===== src/hdl/domain_name_validator_core_defines.svh =====
// ---------------------------------------------------------------------------
// Domain name validator assertion macros
// Shared concurrent assertion forms, clocked on clk with async reset arst_n.
// ---------------------------------------------------------------------------
`ifndef DOMAIN_NAME_VALIDATOR_CORE_DEFINES_SVH
`define DOMAIN_NAME_VALIDATOR_CORE_DEFINES_SVH

// condition must hold at every edge
`define DNV_ASSERT_ALWAYS(lbl, cond, msg) \
	lbl: assert property (@(posedge clk) disable iff (!arst_n) (cond)) else $error(msg);

// antecedent implies consequent in the next cycle
`define DNV_ASSERT_NEXT(lbl, ante, cons, msg) \
	lbl: assert property (@(posedge clk) disable iff (!arst_n) (ante) |=> (cons)) else $error(msg);

`endif


===== src/hdl/dnv_pkg.sv =====
// ---------------------------------------------------------------------------
// dnv_pkg
// Types, register indexes, reset values and character codes of the validator.
// ---------------------------------------------------------------------------
package dnv_pkg;

	localparam int CHAR_W     = 8;
	localparam int CNT_W      = 8;
	localparam int CFG_IDX_W  = 2;
	localparam int CFG_DATA_W = 8;

	typedef logic [CHAR_W-1:0]     char_t;
	typedef logic [CNT_W-1:0]      cnt_t;
	typedef logic [CFG_IDX_W-1:0]  cfg_idx_t;
	typedef logic [CFG_DATA_W-1:0] cfg_data_t;

	localparam cfg_idx_t REG_MAX_TOTAL = 2'd0;
	localparam cfg_idx_t REG_MAX_LABEL = 2'd1;
	localparam cfg_idx_t REG_MIN_TLD   = 2'd2;

	localparam cnt_t RST_MAX_TOTAL = 8'd253;
	localparam cnt_t RST_MAX_LABEL = 8'd63;
	localparam cnt_t RST_MIN_TLD   = 8'd2;
	localparam cnt_t CNT_MAX       = 8'hFF;

	localparam char_t CH_NUL    = 8'h00;
	localparam char_t CH_DOT    = 8'h2E;
	localparam char_t CH_HYPHEN = 8'h2D;
	localparam char_t CH_LO_A   = 8'h61;
	localparam char_t CH_LO_Z   = 8'h7A;
	localparam char_t CH_UP_A   = 8'h41;
	localparam char_t CH_UP_Z   = 8'h5A;
	localparam char_t CH_DIG_0  = 8'h30;
	localparam char_t CH_DIG_9  = 8'h39;

	function automatic logic is_letter(input char_t c);
		return c inside {[CH_LO_A:CH_LO_Z], [CH_UP_A:CH_UP_Z]};
	endfunction

	function automatic logic is_digit(input char_t c);
		return c inside {[CH_DIG_0:CH_DIG_9]};
	endfunction

endpackage


===== src/hdl/dnv_channels.sv =====
// ---------------------------------------------------------------------------
// Validator channels
// Valid/ready channels for the character stream and the verdict.
// ---------------------------------------------------------------------------
interface dnv_char_if;
	logic           valid;
	logic           ready;
	dnv_pkg::char_t char_in;

	modport source (output valid, output char_in, input ready);
	modport sink   (input valid, input char_in, output ready);
endinterface

interface dnv_verdict_if;
	logic valid;
	logic ready;
	logic name_valid;

	modport source (output valid, output name_valid, input ready);
	modport sink   (input valid, input name_valid, output ready);
endinterface


===== src/hdl/domain_name_validator_core.sv =====
// ---------------------------------------------------------------------------
// domain_name_validator_core
// Hostname syntax checker, one character item per cycle while no verdict stalls it.
// ---------------------------------------------------------------------------
// Usage:
//   char_stream carries the name one byte per item; a zero byte ends the
//   name. Only the terminating item yields a verdict item on verdict,
//   name_valid = 1 when the name passed all syntax rules.
//   Limits are set through cfg_we/cfg_index/cfg_data while the block is idle;
//   indexes past the last register are ignored.
// Timing:
//   One item per cycle sustained while no terminator waits on a pending verdict.
//   A byte is captured in the input register, checked against the per-name
//   counters in the next cycle, and a verdict lands in the output register:
//   valid rises once the terminator leaves the check stage.
// Reset:
//   arst_n clears the pipeline and per-name state and loads the default
//   limits 253, 63 and 2.
// Stall:
//   A pending verdict waits in the output register; characters keep flowing
//   until a second terminator reaches the check stage, which then holds and
//   ready drops.
// ---------------------------------------------------------------------------
module domain_name_validator_core (
	input  logic                  clk,
	input  logic                  arst_n,
	input  logic                  cfg_we,
	input  dnv_pkg::cfg_idx_t     cfg_index,
	input  dnv_pkg::cfg_data_t    cfg_data,
	dnv_char_if.sink              char_stream,
	dnv_verdict_if.source         verdict
);
	import dnv_pkg::*;

`include "domain_name_validator_core_defines.svh"

	cnt_t  max_total_q, max_label_q, min_tld_q;

	logic  valid_s1;
	char_t char_s1;

	logic  fail_q;
	cnt_t  total_count_q;
	cnt_t  label_count_q;
	logic  prev_hyphen_q;
	logic  all_letters_q;

	logic  out_valid_q;
	logic  name_valid_q;

	logic  out_free, is_end, fire_s1, in_fire;
	logic  is_dot, is_hyph, letter, legal;
	logic  total_sat, label_sat, step_fail, verdict_ok;
	logic  fail_d, prev_hyphen_d, all_letters_d;
	cnt_t  total_d, label_d;

	assign out_free = !out_valid_q || verdict.ready;
	assign is_end   = (char_s1 == CH_NUL);
	assign fire_s1  = valid_s1 && (!is_end || out_free);
	assign char_stream.ready = !valid_s1 || fire_s1;
	assign in_fire  = char_stream.valid && char_stream.ready;

	assign verdict.valid      = out_valid_q;
	assign verdict.name_valid = name_valid_q;

	always_comb begin
		is_dot    = (char_s1 == CH_DOT);
		is_hyph   = (char_s1 == CH_HYPHEN);
		letter    = is_letter(char_s1);
		legal     = letter || is_digit(char_s1) || is_hyph;
		total_sat = (total_count_q == CNT_MAX);
		label_sat = (label_count_q == CNT_MAX);

		step_fail = total_sat || (total_count_q >= max_total_q);
		total_d   = total_sat ? total_count_q : total_count_q + 8'd1;

		if (is_dot) begin
			step_fail     = step_fail || (label_count_q == '0) || prev_hyphen_q;
			label_d       = '0;
			prev_hyphen_d = 1'b0;
			all_letters_d = 1'b1;
		end else begin
			step_fail     = step_fail || ((label_count_q == '0) && is_hyph) || !legal
			                || label_sat || (label_count_q >= max_label_q);
			label_d       = label_sat ? label_count_q : label_count_q + 8'd1;
			prev_hyphen_d = is_hyph;
			all_letters_d = all_letters_q && letter;
		end
		fail_d = fail_q || step_fail;

		verdict_ok = !fail_q && (label_count_q != '0) && !prev_hyphen_q
		             && (label_count_q >= min_tld_q) && all_letters_q;
	end

	always_ff @(posedge clk or negedge arst_n) begin
		if (!arst_n) begin
			max_total_q   <= RST_MAX_TOTAL;
			max_label_q   <= RST_MAX_LABEL;
			min_tld_q     <= RST_MIN_TLD;
			valid_s1      <= 1'b0;
			fail_q        <= 1'b0;
			total_count_q <= '0;
			label_count_q <= '0;
			prev_hyphen_q <= 1'b0;
			all_letters_q <= 1'b1;
			out_valid_q   <= 1'b0;
		end else begin
			if (cfg_we) begin
				case (cfg_index)
					REG_MAX_TOTAL: max_total_q <= cfg_data;
					REG_MAX_LABEL: max_label_q <= cfg_data;
					REG_MIN_TLD:   min_tld_q   <= cfg_data;
					default: ;
				endcase
			end
			if (char_stream.ready)
				valid_s1 <= char_stream.valid;
			if (fire_s1) begin
				if (is_end) begin
					fail_q        <= 1'b0;
					total_count_q <= '0;
					label_count_q <= '0;
					prev_hyphen_q <= 1'b0;
					all_letters_q <= 1'b1;
				end else begin
					fail_q        <= fail_d;
					total_count_q <= total_d;
					label_count_q <= label_d;
					prev_hyphen_q <= prev_hyphen_d;
					all_letters_q <= all_letters_d;
				end
			end
			if (fire_s1 && is_end)
				out_valid_q <= 1'b1;
			else if (verdict.ready)
				out_valid_q <= 1'b0;
		end
	end

	always_ff @(posedge clk) begin
		if (in_fire)
			char_s1 <= char_stream.char_in;
		if (fire_s1 && is_end)
			name_valid_q <= verdict_ok;
	end

	`DNV_ASSERT_ALWAYS(a_label_le_total, label_count_q <= total_count_q, "label count above total")
	`DNV_ASSERT_NEXT(a_end_clears, fire_s1 && is_end, out_valid_q && !fail_q && total_count_q == '0 && all_letters_q, "terminator did not clear name state")
	`DNV_ASSERT_NEXT(a_total_grows, fire_s1 && !is_end, total_count_q != '0 && total_count_q >= $past(total_count_q), "total count did not advance")
	`DNV_ASSERT_NEXT(a_fail_sticky, fire_s1 && !is_end && fail_q, fail_q, "fail flag dropped inside a name")
	`DNV_ASSERT_NEXT(a_hold_on_stall, valid_s1 && !fire_s1, valid_s1 && $stable(char_s1), "check stage lost a held item")

endmodule


===== src/flat_wrapper.sv =====
// flat-port wrapper written by rule: the top's interface ports become plain ports
module domain_name_validator_core_flat import dnv_pkg::*;
  (clk, arst_n, cfg_we, cfg_index, cfg_data, char_stream_valid, char_stream_char_in, char_stream_ready, verdict_valid, verdict_name_valid, verdict_ready);
  dnv_char_if char_stream_i ();
  dnv_verdict_if verdict_i ();
  input  logic clk;
  input  logic arst_n;
  input  logic cfg_we;
  input  dnv_pkg::cfg_idx_t cfg_index;
  input  dnv_pkg::cfg_data_t cfg_data;
  input wire logic [$bits(char_stream_i.valid)-1:0] char_stream_valid;
  input wire logic [$bits(char_stream_i.char_in)-1:0] char_stream_char_in;
  output wire logic [$bits(char_stream_i.ready)-1:0] char_stream_ready;
  output wire logic [$bits(verdict_i.valid)-1:0] verdict_valid;
  output wire logic [$bits(verdict_i.name_valid)-1:0] verdict_name_valid;
  input wire logic [$bits(verdict_i.ready)-1:0] verdict_ready;
  assign char_stream_i.valid = char_stream_valid;
  assign char_stream_i.char_in = char_stream_char_in;
  assign char_stream_ready = char_stream_i.ready;
  assign verdict_valid = verdict_i.valid;
  assign verdict_name_valid = verdict_i.name_valid;
  assign verdict_i.ready = verdict_ready;
  domain_name_validator_core u_core (.clk(clk), .arst_n(arst_n), .cfg_we(cfg_we), .cfg_index(cfg_index), .cfg_data(cfg_data), .char_stream(char_stream_i), .verdict(verdict_i));
endmodule

===== config.mk =====
export PLATFORM = sky130hd
export DESIGN_NAME = domain_name_validator_core_flat
export DESIGN_NICKNAME = d
export VERILOG_FILES = /design/src/hdl/dnv_pkg.sv /design/src/hdl/dnv_channels.sv /design/src/hdl/domain_name_validator_core.sv /design/src/flat_wrapper.sv
export VERILOG_INCLUDE_DIRS = /design/src /design/src/hdl
export SDC_FILE = /design/constraint.sdc
export NUM_CORES = 1
export LEC_CHECK = 0
export BUFFER_PORTS_ARGS = -buffer_cell sky130_fd_sc_hd__buf_2
export CAP_MARGIN = 10
export CORE_MARGIN = 10
export CORE_UTILIZATION = 57
export DETAILED_ROUTE_END_ITERATION = 10
export PLACE_DENSITY_LB_ADDON = 0.25
export SYNTH_ARGS = -nofsm -noshare
export SYNTH_HDL_FRONTEND = slang
export SYNTH_SLANG_ARGS = --single-unit

===== constraint.sdc =====
create_clock -name clk -period 2.47 [get_ports clk]
set_input_delay 0.6175 -clock clk [delete_from_list [all_inputs] [get_ports clk]]
set_output_delay 0.6175 -clock clk [all_outputs]
set_load 0.01 [all_outputs]

==> flow_metrics.env <==
export IMPL_status="finished, violations left"
export IMPL_failed_checks="negative setup slack"
export IMPL_worstHoldPathType="input pin to asynchronous set/reset pin"
export IMPL_grt_pass1_vias=2399
export IMPL_drc=0
export IMPL_yosysTopAreaCell="dfrtp_1"
export IMPL_setup_worst_path_class="register to primary output"
export IMPL_worstPathRequired_ns=1.85
export IMPL_cts_buffers=5
export IMPL_nets=389
export IMPL_end_kind="primary output"
export IMPL_fp_dieH_um=92.6
export IMPL_async_flop_share=0.833
export IMPL_switching_power_uw=896
export IMPL_yosys_area_share_adder=0.112
export IMPL_finalCritPeriodShare=1.08
export IMPL_pwr_share_clk=0.222
export IMPL_clockRootBuffer="clkbuf_8"
export IMPL_synth_most_common_cell="dfrtp_1"
export IMPL_worst_path_max_delay_cell="or4_4"
export IMPL_fin_ws_ns=-0.196
export IMPL_layout_drive_gt1_share=0.291
export IMPL_yosysSeqAreaShare=0.471
export IMPL_startpoint_type="register"
export IMPL_overflow=0
export IMPL_ant_nets=0
export IMPL_synth_top_cell_area_share=0.250
export IMPL_netlist_instances=290
export IMPL_wirelength_um=6730
export IMPL_hold_slack_ns=0.243
export IMPL_dp_slack_ns=0.0738
export IMPL_nFillCells=388
export IMPL_port_buffers=25
export IMPL_swShare=0.332
export IMPL_synth_common_cells="dfrtp_1 (30), ha_1 (27), nand2_1 (27), inv_1 (26), nor2_1 (19)"
export IMPL_power_leakage_uw=0.00161
export IMPL_detailedRoute_firstIterationViolations=197
export IMPL_fmaxAchievable_mhz=375
export IMPL_grtUsageTotal=0.161
export IMPL_rows=26
export IMPL_first_pass_iters=4
export IMPL_muxShareOfSynthArea=0.0671
export IMPL_core_area_mm2=0.00511
export IMPL_grt_pass1_wl_um=11400
export IMPL_dpl_hpwl_um=4870
export IMPL_antenna_found_initial=0
export IMPL_tightest_slew_ns=0.688
export IMPL_p_comb_frac=0.281
export IMPL_synthFlopType="dfrtp_1"
export IMPL_syn_area_mm2=0.00300
export IMPL_yosys_cell_types_count=47
export IMPL_clock_sinks=54
export IMPL_synthTopCellsByArea="dfrtp_1 (25%), dfstp_2 (13%), ha_1 (11%), edfxtp_1 (9.0%), mux2_2 (6.4%)"
export IMPL_synth_top_family_by_area="simple AND/OR/NAND/NOR gates"
export IMPL_pwr_share_seq=0.497
export IMPL_post_route_min_period_ns=2.67
export IMPL_finClkSkew_ns=0.00682
export IMPL_diodes=0
export IMPL_synth_compound_area_frac=0.134
export IMPL_cp_data_arrival_time_ns=2.05
export IMPL_path_cells="or4_4, or3_4, nor2_4, nand2_2, buf_6"
export IMPL_maxCapViolCount=0
export IMPL_rrSetupSlack_ns=-0.03
export IMPL_area_growth_pct=18.5
export IMPL_path_clk_slew_ns=0.10
export IMPL_gp_congestion=0.872
export IMPL_io_pins=26
export IMPL_path_max_fanout=4
export IMPL_drv_slew=0
export IMPL_grt_max_degree=28
export IMPL_die_w_um=92.6
export IMPL_start_util=0.588
export IMPL_powerDensity_mw_per_mm2=758
export IMPL_via_per_inst=5.74
export IMPL_cts_hold_fix_buffers=0
export IMPL_post_drt_wl_per_cell_um=16.4
export IMPL_yosysWarnings=0
export IMPL_max_stage_delay_ns=0.51
export IMPL_vias=2352
export IMPL_avgSynthCellArea_um2=10.4
export IMPL_ys_ff_latch=54
export IMPL_synth_xor_area_share=0.0175
export IMPL_synthesis_nets=340
export IMPL_hold_viol=0
export IMPL_die_area_mm2=0.00857
export IMPL_clock_path_buffers=2
export IMPL_synth_edf_count=9
export IMPL_insertion_delay_ns=0.31
export IMPL_finalSetupViolCount=4
export IMPL_intPower_uw=1800
export IMPL_cts_tree="yes"
export IMPL_ctsHtreeMaxLevel=2
export IMPL_rsz0062_at_grt="yes"
export IMPL_synth_simple_area_share=0.160
export IMPL_slew_headroom=0.537
export IMPL_vdd_drop_max_v=0.000464
[power by group through the flow]
stage | clock, uW | combinational (uW) | sequential, uW
after detailed placement | 0 | 739 | 1350
after floorplan | 0 | 572 | 1280
after global placement | 0 | 706 | 1340
final | 598 | 759 | 1340
after global routing | 638 | 893 | 1370
after CTS | 608 | 746 | 1330
[cell usage in the layout, fill, tap and decap left out, types with 4 or more instances in the layout]
cell type / instances
buf_6: 8
xnor2_1: 5
nor3_1: 4
nor2_1: 18
dfstp_2: 15
nand4_1: 5
a21oi_1: 10
clkbuf_8: 5
ha_1: 27
mux2_2: 17
nand2b_1: 7
o21ai_0: 18
buf_2: 24
nand2_1: 26
edfxtp_1: 9
nand3_1: 11
dfrtp_1: 30
inv_1: 26
o31ai_1: 4
buf_4: 13
[layout make-up]
cell class / instances / area [um^2] / area share
multi-input combinational: 206 / 1520 / 0.428
sequential: 54 / 1420 / 0.398
timing repair buffer: 46 / 328 / 0.0921
inverter: 26 / 97.6 / 0.0274
tap: 70 / 87.6 / 0.0246
clock buffer: 6 / 72.6 / 0.0204
clock inverter: 2 / 36.3 / 0.0102
[cells by family after synthesis]
| family | Yosys count |
|---|---|
| compound gates | 59 |
| xor+xnor | 6 |
| fa+ha+maj | 27 |
| buf+inv | 30 |
| flops | 54 |
| mux | 18 |
| simple gates | 96 |
[registers in the layout, summed over array words and instances, names as in the netlist, 8 cells and up]
name and cells:
u_core.min_tld_q 8, u_core.char_s1 8, u_core.max_total_q 8, u_core.max_label_q 8, u_core.total_count_q 8, u_core.label_count_q 8
[path summary, 6_finish.rpt]
| check | startpoint | endpoint | cells after the start |
|---|---|---|---|
| worst min register to register | u_core.all_letters_q | u_core.all_letters_q | 2 |
| worst max-delay path | u_core.char_s1[3] | char_stream_ready | 5 |
| worst max register to register | u_core.char_s1[3] | u_core.total_count_q[7] | 7 |
| worst min-delay path | arst_n | u_core.min_tld_q[6] | 1 |
| min in group clk | char_stream_char_in[7] | u_core.char_s1[7] | 1 |
| max in group asynchronous | arst_n | u_core.max_total_q[3] | 2 |
[routing by layer]
| metal | GRT usage | wire length [um] | up-vias |
|---|---|---|---|
| li1 | - | - | 1141 |
| met1 | 0.198 | 2880 | 1145 |
| met2 | 0.280 | 3460 | 56 |
| met3 | 0.0218 | 281 | 10 |
| met4 | 0.0591 | 113 | 0 |
| met5 | 0 | 0 | - |
[per-stage QoR]
step	std cells	util	total power (uW)	instance area [um^2]	setup TNS (ns)
floorplan	290	-	1850	3000	0
global placement	388	0.639	2050	3270	0
detailed placement	388	0.639	2090	3270	0
CTS	409	0.684	2690	3490	-0.173
global route	410	0.697	2900	3560	-0.803
finish	410	0.697	2700	3560	-0.269
[worst max-delay path, delay by kind of cell (launching register included)]
family,cells,cell delay (ns)
buffers and inverters,1,0.15
flip-flops,1,0.44
AND/OR/NAND/NOR,4,1.13
[repair_timing]
action | in CTS | in global routing
pin swaps | 4 | 8
buffers inserted | 13 | 3
endpoints found under the hold margin | 0 | 0
setup endpoints to repair | 1 | 3
resized for setup | 5 | 14
Note: power is estimated with default switching activity, not from simulation.
